`config.mk`:
```
export PLATFORM = sky130hd
export DESIGN_NAME = cmpk_csr
export DESIGN_NICKNAME = d
export VERILOG_FILES = /design/src/hdl/cmpk_pkg.sv /design/src/hdl/cmpk_csr.sv
export SDC_FILE = /design/constraint.sdc
export NUM_CORES = 1
export LEC_CHECK = 0
export ABC_AREA = 1
export BUFFER_PORTS_ARGS = -buffer_cell sky130_fd_sc_hd__buf_2
export CAP_MARGIN = 20
export CORE_MARGIN = 2
export CORE_UTILIZATION = 42
export CTS_CLUSTER_SIZE = 40
export DETAILED_ROUTE_END_ITERATION = 10
export PLACE_DENSITY_LB_ADDON = 0.2
export SKIP_CTS_REPAIR_TIMING = 1
export SLEW_MARGIN = 20
export SYNTH_ARGS = -nofsm -noshare
export SYNTH_HDL_FRONTEND = slang
export SYNTH_SLANG_ARGS = --single-unit
```
`constraint.sdc`:
```
create_clock -name clock -period 1.2 [get_ports clock]
set_clock_uncertainty 0.1 [all_clocks]
set_input_delay 0.06 -clock clock [delete_from_list [all_inputs] [get_ports clock]]
set_output_delay 0.06 -clock clock [all_outputs]
set_load 0.02 [all_outputs]
```
`src/hdl/cmpk_pkg.sv`:
```
// Shared types, register indexes, reset values and the arctangent table of the compass filter.
`timescale 1ns / 1ps
package cmpk_pkg;

   localparam int CSR_IDX_W = 3;
   localparam int TAB_IW    = 5;

   localparam logic [CSR_IDX_W-1:0] REG_OFFSET_X       = 3'd0;
   localparam logic [CSR_IDX_W-1:0] REG_OFFSET_Y       = 3'd1;
   localparam logic [CSR_IDX_W-1:0] REG_SCALE_X        = 3'd2;
   localparam logic [CSR_IDX_W-1:0] REG_SCALE_Y        = 3'd3;
   localparam logic [CSR_IDX_W-1:0] REG_PROCESS_NOISE  = 3'd4;
   localparam logic [CSR_IDX_W-1:0] REG_NOISE_STILL    = 3'd5;
   localparam logic [CSR_IDX_W-1:0] REG_NOISE_TURN     = 3'd6;
   localparam logic [CSR_IDX_W-1:0] REG_TURN_THRESHOLD = 3'd7;

   localparam logic [23:0] SCALE_RESET         = 24'd65536;
   localparam logic [31:0] PROCESS_NOISE_RESET = 32'd3277;
   localparam logic [31:0] NOISE_STILL_RESET   = 32'd1310720;
   localparam logic [31:0] NOISE_TURN_RESET    = 32'd6554;
   localparam logic [14:0] THRESHOLD_RESET     = 15'd640;
   localparam logic [31:0] VARIANCE_ONE        = 32'd65536;

   typedef struct packed {
      logic signed [16:0] offset_x;
      logic signed [16:0] offset_y;
      logic [23:0]        scale_x;
      logic [23:0]        scale_y;
      logic [31:0]        process_noise;
      logic [31:0]        noise_still;
      logic [31:0]        noise_turn;
      logic [14:0]        turn_threshold;
   } cfg_type;

   typedef struct packed {
      logic load;
      logic cal;
      logic rnd;
      logic cinit;
      logic cstep;
      logic conv;
      logic head;
      logic kal;
      logic sel;
      logic dstep;
      logic mul;
      logic fin;
      logic out;
   } cmd_type;

   typedef struct packed {
      logic cordic_last;
      logic div_last;
      logic init;
      logic out_free;
   } sts_type;

   function automatic logic [31:0] atan_entry(input logic [TAB_IW-1:0] idx);
      logic [31:0] v;
      unique case (idx)
         5'd0:    v = 32'h20000000;
         5'd1:    v = 32'h12E4051E;
         5'd2:    v = 32'h09FB385B;
         5'd3:    v = 32'h051111D4;
         5'd4:    v = 32'h028B0D43;
         5'd5:    v = 32'h0145D7E1;
         5'd6:    v = 32'h00A2F61E;
         5'd7:    v = 32'h00517C55;
         5'd8:    v = 32'h0028BE53;
         5'd9:    v = 32'h00145F2F;
         5'd10:   v = 32'h000A2F98;
         5'd11:   v = 32'h000517CC;
         5'd12:   v = 32'h00028BE6;
         5'd13:   v = 32'h000145F3;
         5'd14:   v = 32'h0000A2FA;
         5'd15:   v = 32'h0000517D;
         5'd16:   v = 32'h000028BE;
         5'd17:   v = 32'h0000145F;
         5'd18:   v = 32'h00000A30;
         5'd19:   v = 32'h00000518;
         5'd20:   v = 32'h0000028C;
         5'd21:   v = 32'h00000146;
         5'd22:   v = 32'h000000A3;
         5'd23:   v = 32'h00000051;
         default: v = 32'h00000000;
      endcase
      return v;
   endfunction

endpackage

```
`src/hdl/cmpk_csr.sv`:
```
// Configuration register file of the compass filter.
`timescale 1ns / 1ps
module cmpk_csr (
   input  logic                           clock,
   input  logic                           reset,
   input  logic                           csr_valid,
   output logic                           csr_ready,
   input  logic [cmpk_pkg::CSR_IDX_W-1:0] csr_index,
   input  logic [31:0]                    csr_data,
   output cmpk_pkg::cfg_type              cfg_o
);

   cmpk_pkg::cfg_type cfg_ff, cfg_in;

   assign csr_ready = 1'b1;
   assign cfg_o     = cfg_ff;

   always_comb begin
      cfg_in = cfg_ff;
      if (csr_valid) begin
         unique case (csr_index)
            cmpk_pkg::REG_OFFSET_X:       cfg_in.offset_x       = csr_data[16:0];
            cmpk_pkg::REG_OFFSET_Y:       cfg_in.offset_y       = csr_data[16:0];
            cmpk_pkg::REG_SCALE_X:        cfg_in.scale_x        = csr_data[23:0];
            cmpk_pkg::REG_SCALE_Y:        cfg_in.scale_y        = csr_data[23:0];
            cmpk_pkg::REG_PROCESS_NOISE:  cfg_in.process_noise  = csr_data;
            cmpk_pkg::REG_NOISE_STILL:    cfg_in.noise_still    = csr_data;
            cmpk_pkg::REG_NOISE_TURN:     cfg_in.noise_turn     = csr_data;
            cmpk_pkg::REG_TURN_THRESHOLD: cfg_in.turn_threshold = csr_data[14:0];
            default:                      cfg_in = cfg_ff;
         endcase
      end
   end

   always_ff @(posedge clock) begin
      if (reset) begin
         cfg_ff.offset_x       <= '0;
         cfg_ff.offset_y       <= '0;
         cfg_ff.scale_x        <= cmpk_pkg::SCALE_RESET;
         cfg_ff.scale_y        <= cmpk_pkg::SCALE_RESET;
         cfg_ff.process_noise  <= cmpk_pkg::PROCESS_NOISE_RESET;
         cfg_ff.noise_still    <= cmpk_pkg::NOISE_STILL_RESET;
         cfg_ff.noise_turn     <= cmpk_pkg::NOISE_TURN_RESET;
         cfg_ff.turn_threshold <= cmpk_pkg::THRESHOLD_RESET;
      end else begin
         cfg_ff <= cfg_in;
      end
   end

endmodule

```
==> impl_metrics.yaml <==
clocking:
  cts_tree: "built"
  cts_buffer_depth: 2
  insertion_delay_ps: 440
  cts_made_buffers: 17
  clock-sinks: 193
  cts-root-buf: "clkbuf_16"
  cts.clk_slew.worst_paths_ps: 60
  cts_max_level: 4
pwr:
  irDropWorstVdd_mv: 1.04
  power_frac_clock: 0.406
  seqPwrFrac: 0.467
  p_sw_mw: 3.81
  internal_power_mw: 10.6
  p_leak_nw: 4.92
  total_power_mw: 14.4
  power_density_nw_per_um2: 1450
  p_comb_frac: 0.127
  swShare: 0.264
global_route:
  grt_pass1_vias: 6470
  grtUsageTotal: 0.252
  grt_overflow: 0
  grt_pass1_wl_um: 35800
  antenna_found_initial: 0
  grt_max_degree: 57
floorplan:
  rows: 48
  die_h_um: 137
  dieArea_um2: 18900
  start_util: 0.430
  dieWidth_um: 137
  io_pins: 232
  core_region_area_um2: 17400
sta:
  tns_ps: 0
  finalSetupViolations: 0
  max_freq_mhz: 867
  slew_violations: 0
  fin_crit_ps: 1150
  hold_viol: 15
  fin_hold_ws_ps: -123
  rsz0062_at_grt: "no"
  layout_setup_ws_ps: 46.8
  period_share: 0.961
final_layout:
  drive_gt1_frac: 0.233
  final_cell_area_um2: 9980
  diodes: 0
  finalNetCount: 1356
  fin_util: 0.575
  area.growth.synth_to_final_pct: 33.7
  largest_reg_flops: 193
  layoutNonFillerInstCount: 1555
detailed_routing:
  drt-total-wl_um: 24200
  drt_pass1_iterations: 6
  wire_per_inst_um: 15.5
  drtIter0Drc: 595
  postRouteAntennaNets: 0
  drc: 0
  vias: 7570
  viasPerCell: 4.87
worst_setup_path:
  path_cells: "buf_2"
  cp_slowest_cell: "dfxtp_1"
  crit_arrival_ps: 990
  critPathKind: "reg2out"
  crit_family: "flip-flops"
  worstPathRequired_ps: 1040
  r2r_start: "cfg_o[127]"
  critical_path_buf_inv_count: 1
  worstRegToRegCells: 2
  rrSetupSlack_ps: 480
  reg2reg_to: "cfg_o[127]"
  critPathCaptureType: "output pin"
  cp_max_fo: 2
  max_stage_delay_ps: 380
  worstSetupStartpointType: "register"
yosys:
  synth-seq-area-share: 0.518
  synthCells: 1081
  synth_warnings: 0
  ys_types: 13
  ys_ff_latch: 193
  syn_area_per_cell_um2: 6.91
  syn_area_um2: 7470
  synth_fp_nets: 1119
min_path:
  min-delay-start: "reset"
  hold_path_end: "cfg_o[127]"
  hold_path_class: "in2reg"
  hold_depth: 3
flow_run:
  max_cap_violations: 0
placement:
  place_inst: 1498
  pre_cts_slack_ps: 29.4
  dpl_cell_area_um2: 9130
  gp_congestion: 0.811
  hpwl_um: 15700
  io_buffers: 230
outcome:
  failed_checks: "negative hold slack"
  status: "complete, but fails checks"
cell usage after synthesis:
library cell	n	area, um^2
nand3_1	180	901
inv_2	3	11.3
nor2_1	356	1340
clkbuf_1	34	128
nand2_1	235	882
buf_2	27	135
dfxtp_1	193	3860
nor2_2	2	12.5
inv_1	37	139
o21ai_0	1	5.00
conb_1	1	3.75
buf_1	11	41.3
buf_4	1	7.51
kinds of logic (layout without fill, tap and decap cells):
kind of cell	count (synthesis)	in the layout	share of synthesized area
DFF	193	193	0.518
and+or+nand+nor	773	773	0.419
other	1	1	0.000502
AOI/OAI and AO/OA	1	1	0.000670
buffers and inverters	113	362	0.0618
layout make-up:
cell class / count / area (um^2)
timing repair buffer: 291 / 1900
tap: 225 / 282
clock inverter: 10 / 135
sequential: 193 / 3860
clock buffer: 21 / 460
fill: 1682 / 7380
multi-input combinational: 775 / 3190
inverter: 40 / 155
placed cells by master (no fill, tap or decap):
master and instances:
nor2_1 346, nand2_1 235, buf_2 230, dfxtp_1 193
nand3_1 180, inv_1 36, dlygate4sd3_1 26, buf_12 18
clkbuf_16 17, buf_4 17, nor2_2 8, nor2_4 4
clkinv_2 4, inv_2 3, bufinv_16 3, clkbuf_8 2
clkbuf_1 2, clkinv_4 2, inv_6 1, o21ai_0 1
conb_1 1, clkinvlp_4 1
per-layer routing:
layer	vias to the layer above	wire length (um)	GRT usage	share of wire
li1	3812	-	-	-
met2	286	10900	0.382	0.45
met1	3426	10600	0.338	0.44
met5	-	0	0	0
met3	46	1830	0.0695	0.076
met4	0	759	0.105	0.031
how the worst max path moves through the flow:
| stage | from | depth (start not counted) | to | slack (ps) |
|---|---|---|---|---|
| finish | cfg_o[136] | 1 | cfg_o[136] | 50 |
| global route | cfg_o[136] | 1 | cfg_o[136] | 4 |
| CTS | cfg_o[136] | 1 | cfg_o[136] | 30 |
| detailed placement | csr_index[2] | 7 | cfg_o[17] | 30 |
| global placement | csr_index[0] | 7 | cfg_o[9] | 60 |
| floorplan | csr_valid | 6 | cfg_o[159] | 130 |
power groups by stage:
stage / sequential, mW / clock (mW) / combinational (mW)
after CTS: 6.75 / 5.92 / 1.77
after global placement: 6.89 / 0 / 1.76
after detailed placement: 6.89 / 0 / 1.77
after floorplan: 7.16 / 0 / 0.785
after global routing: 6.77 / 6.19 / 2.01
final: 6.75 / 5.86 / 1.83
No activity file was read; power rests on OpenSTA's default activity.
