<file path="src/hdl/cmpk_pkg.sv">
// Shared types, register indexes, reset values and the arctangent table of the compass filter.
`timescale 1ns / 1ps
package cmpk_pkg;

   localparam int CSR_IDX_W = 3;
   localparam int TAB_IW    = 5;

   localparam logic [CSR_IDX_W-1:0] REG_OFFSET_X       = 3'd0;
   localparam logic [CSR_IDX_W-1:0] REG_OFFSET_Y       = 3'd1;
   localparam logic [CSR_IDX_W-1:0] REG_SCALE_X        = 3'd2;
   localparam logic [CSR_IDX_W-1:0] REG_SCALE_Y        = 3'd3;
   localparam logic [CSR_IDX_W-1:0] REG_PROCESS_NOISE  = 3'd4;
   localparam logic [CSR_IDX_W-1:0] REG_NOISE_STILL    = 3'd5;
   localparam logic [CSR_IDX_W-1:0] REG_NOISE_TURN     = 3'd6;
   localparam logic [CSR_IDX_W-1:0] REG_TURN_THRESHOLD = 3'd7;

   localparam logic [23:0] SCALE_RESET         = 24'd65536;
   localparam logic [31:0] PROCESS_NOISE_RESET = 32'd3277;
   localparam logic [31:0] NOISE_STILL_RESET   = 32'd1310720;
   localparam logic [31:0] NOISE_TURN_RESET    = 32'd6554;
   localparam logic [14:0] THRESHOLD_RESET     = 15'd640;
   localparam logic [31:0] VARIANCE_ONE        = 32'd65536;

   typedef struct packed {
      logic signed [16:0] offset_x;
      logic signed [16:0] offset_y;
      logic [23:0]        scale_x;
      logic [23:0]        scale_y;
      logic [31:0]        process_noise;
      logic [31:0]        noise_still;
      logic [31:0]        noise_turn;
      logic [14:0]        turn_threshold;
   } cfg_type;

   typedef struct packed {
      logic load;
      logic cal;
      logic rnd;
      logic cinit;
      logic cstep;
      logic conv;
      logic head;
      logic kal;
      logic sel;
      logic dstep;
      logic mul;
      logic fin;
      logic out;
   } cmd_type;

   typedef struct packed {
      logic cordic_last;
      logic div_last;
      logic init;
      logic out_free;
   } sts_type;

   function automatic logic [31:0] atan_entry(input logic [TAB_IW-1:0] idx);
      logic [31:0] v;
      unique case (idx)
         5'd0:    v = 32'h20000000;
         5'd1:    v = 32'h12E4051E;
         5'd2:    v = 32'h09FB385B;
         5'd3:    v = 32'h051111D4;
         5'd4:    v = 32'h028B0D43;
         5'd5:    v = 32'h0145D7E1;
         5'd6:    v = 32'h00A2F61E;
         5'd7:    v = 32'h00517C55;
         5'd8:    v = 32'h0028BE53;
         5'd9:    v = 32'h00145F2F;
         5'd10:   v = 32'h000A2F98;
         5'd11:   v = 32'h000517CC;
         5'd12:   v = 32'h00028BE6;
         5'd13:   v = 32'h000145F3;
         5'd14:   v = 32'h0000A2FA;
         5'd15:   v = 32'h0000517D;
         5'd16:   v = 32'h000028BE;
         5'd17:   v = 32'h0000145F;
         5'd18:   v = 32'h00000A30;
         5'd19:   v = 32'h00000518;
         5'd20:   v = 32'h0000028C;
         5'd21:   v = 32'h00000146;
         5'd22:   v = 32'h000000A3;
         5'd23:   v = 32'h00000051;
         default: v = 32'h00000000;
      endcase
      return v;
   endfunction

endpackage

</file>
<file path="src/hdl/cmpk_ctrl.sv">
// Sequencing state machine of the compass filter.
`timescale 1ns / 1ps
module cmpk_ctrl (
   input  logic              clock,
   input  logic              reset,
   input  logic              req_tvalid,
   output logic              req_tready,
   input  cmpk_pkg::sts_type sts_i,
   output cmpk_pkg::cmd_type cmd_o
);

   localparam logic [3:0] S_IDLE  = 4'd0;
   localparam logic [3:0] S_CAL   = 4'd1;
   localparam logic [3:0] S_RND   = 4'd2;
   localparam logic [3:0] S_CINIT = 4'd3;
   localparam logic [3:0] S_CSTEP = 4'd4;
   localparam logic [3:0] S_CONV  = 4'd5;
   localparam logic [3:0] S_HEAD  = 4'd6;
   localparam logic [3:0] S_KAL   = 4'd7;
   localparam logic [3:0] S_SEL   = 4'd8;
   localparam logic [3:0] S_DSTEP = 4'd9;
   localparam logic [3:0] S_MUL   = 4'd10;
   localparam logic [3:0] S_FIN   = 4'd11;
   localparam logic [3:0] S_DONE  = 4'd12;

   logic [3:0] state_ff, state_in;

   always_comb begin
      state_in   = state_ff;
      cmd_o      = '0;
      req_tready = 1'b0;
      unique case (state_ff)
         S_IDLE: begin
            req_tready = 1'b1;
            if (req_tvalid) begin
               cmd_o.load = 1'b1;
               state_in   = S_CAL;
            end
         end
         S_CAL: begin
            cmd_o.cal = 1'b1;
            state_in  = S_RND;
         end
         S_RND: begin
            cmd_o.rnd = 1'b1;
            state_in  = S_CINIT;
         end
         S_CINIT: begin
            cmd_o.cinit = 1'b1;
            state_in    = S_CSTEP;
         end
         S_CSTEP: begin
            cmd_o.cstep = 1'b1;
            if (sts_i.cordic_last) state_in = S_CONV;
         end
         S_CONV: begin
            cmd_o.conv = 1'b1;
            state_in   = S_HEAD;
         end
         S_HEAD: begin
            cmd_o.head = 1'b1;
            state_in   = S_KAL;
         end
         S_KAL: begin
            cmd_o.kal = 1'b1;
            state_in  = sts_i.init ? S_DONE : S_SEL;
         end
         S_SEL: begin
            cmd_o.sel = 1'b1;
            state_in  = S_DSTEP;
         end
         S_DSTEP: begin
            cmd_o.dstep = 1'b1;
            if (sts_i.div_last) state_in = S_MUL;
         end
         S_MUL: begin
            cmd_o.mul = 1'b1;
            state_in  = S_FIN;
         end
         S_FIN: begin
            cmd_o.fin = 1'b1;
            state_in  = S_DONE;
         end
         S_DONE: begin
            if (sts_i.out_free) begin
               cmd_o.out = 1'b1;
               state_in  = S_IDLE;
            end
         end
         default: state_in = S_IDLE;
      endcase
   end

   always_ff @(posedge clock) begin
      if (reset) begin
         state_ff <= S_IDLE;
      end else begin
         state_ff <= state_in;
      end
   end

endmodule

</file>
<file path="config.mk">
export PLATFORM = sky130hd
export DESIGN_NAME = cmpk_ctrl
export DESIGN_NICKNAME = d
export VERILOG_FILES = /design/src/hdl/cmpk_pkg.sv /design/src/hdl/cmpk_ctrl.sv
export SDC_FILE = /design/constraint.sdc
export NUM_CORES = 1
export LEC_CHECK = 0
export BUFFER_PORTS_ARGS = -buffer_cell sky130_fd_sc_hd__buf_4
export CELL_PAD_IN_SITES_DETAIL_PLACEMENT = 1
export CELL_PAD_IN_SITES_GLOBAL_PLACEMENT = 1
export CORE_AREA = 5 5 42 44
export CTS_BUF_LIST = sky130_fd_sc_hd__clkbuf_8
export DETAILED_ROUTE_END_ITERATION = 10
export DIE_AREA = 0 0 47 49
export GPL_ROUTABILITY_DRIVEN = 1
export PLACE_DENSITY_LB_ADDON = 0.25
export SLEW_MARGIN = 40
export SYNTH_ARGS = -nofsm -noshare
export SYNTH_HDL_FRONTEND = slang
export SYNTH_SLANG_ARGS = --single-unit
</file>
<file path="constraint.sdc">
create_clock -name clock -period 3.4 [get_ports clock]
set_clock_uncertainty 0.05 [all_clocks]
set_input_delay 0.34 -clock clock [delete_from_list [all_inputs] [get_ports clock]]
set_output_delay 0.34 -clock clock [all_outputs]
set_load 0.005 [all_outputs]
</file>
==> qor.yml <==
cts_resized: 0
ios: 21
critPathTopFamily: "flip-flops"
drtPass1Iterations: 2
die_area_um2: 2300
yosys.area.top_type_share_pct: 20.3
gp_congestion: 0.696
hold_slack_ns: 0.297
start_kind: "flip-flop"
relSlewSlack_pct: 63.3
largest_reg_flops: 4
area_growth_pct: 48.6
vias: 448
cts_max_path_buffers: 2
crit_buf_inv: 1
dp_hpwl_um: 924
insertedDiodeCount: 0
setup_violations: 0
dp.cells: 86
critPathCaptureType: "primary output"
grt_use_total_pct: 11.3
ys_ff_latch: 4
final_hold_viol_count: 0
clk_latency_ns: 0.21
rsz0062_at_grt: "no"
start_util_pct: 28.1
timing.final.crit_share_pct: 52.3
tightest_slew_ns: 0.550
pwr_density_cell_nw_per_um2: 710
worstRegToRegCells: 4
hold_buffers: 0
crit_chain: "nand2_1 > nor3_1 > buf_4"
top_register: "state_ff"
holdCritStartpoint: "reset"
design_area_um2: 586
setup_tns_ns: 0
cts_buffers: 3
cts.reportedPaths.clkPinSlew_ns: 0.03
finalNonFillerCells: 89
yosysTopAreaCell: "dfxtp_1"
reg2reg_from: "state_ff[2]$_SDFFE_PP0P_"
final_core_util_pct: 41.8
drt_first_iter_violations: 5
clockRootBuffer: "clkbuf_8"
antenna_left: 0
hold_depth: 2
antenna_found_initial: 0
placementRows: 14
yosysWarnings: 0
synthDistinctLibCells: 23
drive_gt1_share_pct: 41.1
cts_sinks: 4
critical_path_class: "flip-flop to primary output"
die_h_um: 49
cp.arrival_ns: 1.39
die_w_um: 47
drc: 0
ys_seq_area_share_pct: 20.3
cpPeakStageDelay_ns: 0.65
io_buffers: 20
wire_per_inst_um: 13.6
synthTopCellsByArea: "dfxtp_1, nor3_1, nor2_1, a2111oi_4, a21oi_1"
worst-path-max-fanout: 15
cp-startpoint: "state_ff[3]$_SDFFE_PP0P_"
h-tree-depth: 1
cts_setup_buffers: 0
p_total_uw: 416
hp-class: "input port to flip-flop"
cts_tree: "yes"
period_needed_ns: 1.78
vias_per_cell: 5.03
grt_pass1_vias: 460
synth_cells: 54
synthesis.area_um2: 394
top_regs: "state_ff x4"
status: "complete, no violations"
p_leak_nw: 0.254
placed_area_um2: 544
slew_violations: 0
required_ns: 3.01
pre_cts_slack_ns: 1.77
grt_remaining_overflow: 0
grt_start_max_net_pins: 18
drt_wl_total_um: 1210
fillCellCount: 184
synth_nets: 61
grt_pass1_wl_um: 1950
fin_nets: 82
clock.fmax_ghz: 0.562
fin_ws_ns: 1.62
maxCapViolations: 0
vdd_drop_max_mv: 0.331
slowest_stage: "dfxtp_1"
syn_avg_cell_area_um2: 7.30
cp.depth: 3
core-area_um2: 1400
placed cells by master (no fill, tap or decap), types with 2 or more instances in the layout:
cell	count
nor2_1	8
nand2b_1	3
a21oi_1	4
nor3_1	8
clkbuf_8	3
buf_4	20
nand2_1	5
nor3_2	2
dfxtp_1	4
inv_1	2
worst reg2reg max path, delay by kind of cell, from the launching register on:
| kind | cells | cell delay (ns) |
|---|---|---|
| compound gates | 2 | 0.40 |
| flops | 1 | 0.65 |
| simple gates | 2 | 0.44 |
final cells by class:
cell class | count | area, µm² | share of cell area [%]
multi-input combinational | 44 | 287 | 48.9
timing repair buffer | 20 | 150 | 25.6
sequential | 4 | 80.1 | 13.7
clock buffer | 3 | 41.3 | 7.05
tap | 16 | 20.0 | 3.42
inverter | 2 | 7.51 | 1.28
synth_stat cells, drive strengths merged:
cell,n
and2,1
a311oi,1
a21oi,4
o21ai,2
buf,4
nor3,10
nand2b,3
xnor2,1
nand2,5
o21ba,1
inv,2
nor2,8
dfxtp,4
nor4,1
a2111oi,1
o31ai,1
nand3,1
and4bb,1
nor4b,1
o21a,1
and3b,1
worst paths after layout:
kind,endpoint,slack [ns]
max,cmd_o[4],1.62
min,state_ff[2]$_SDFFE_PP0P_,0.30
max reg2reg,state_ff[0]$_SDFFE_PP0P_,1.79
min reg2reg,state_ff[0]$_SDFFE_PP0P_,0.65
kinds of logic (layout without fill, tap and decap cells):
| family | Yosys count | count (layout) | synth area share, % |
|---|---|---|---|
| AND/OR/NAND/NOR | 32 | 32 | 46.0 |
| AO/OA/AOI/OAI | 11 | 11 | 24.4 |
| buffers and inverters | 6 | 25 | 6.99 |
| flip-flops | 4 | 4 | 20.3 |
| XOR/XNOR | 1 | 1 | 2.22 |
layer usage:
metal	routed length (µm)	up-vias	part of all wire [%]	GRT usage (%)
li1	-	234	-	-
met1	492	202	41	13.2
met2	635	12	53	19.5
met3	77	0	6.4	2.21
met4	0	0	0	4.15
met5	0	-	0	0
power by group:
part           internal [mW]  leakage, nW  switching (mW)
Combinational          0.105        0.199          0.0910
Clock                 0.0751       0.0216          0.0207
Sequential            0.0631       0.0329          0.0602
Power figures use the tool's default switching activity.
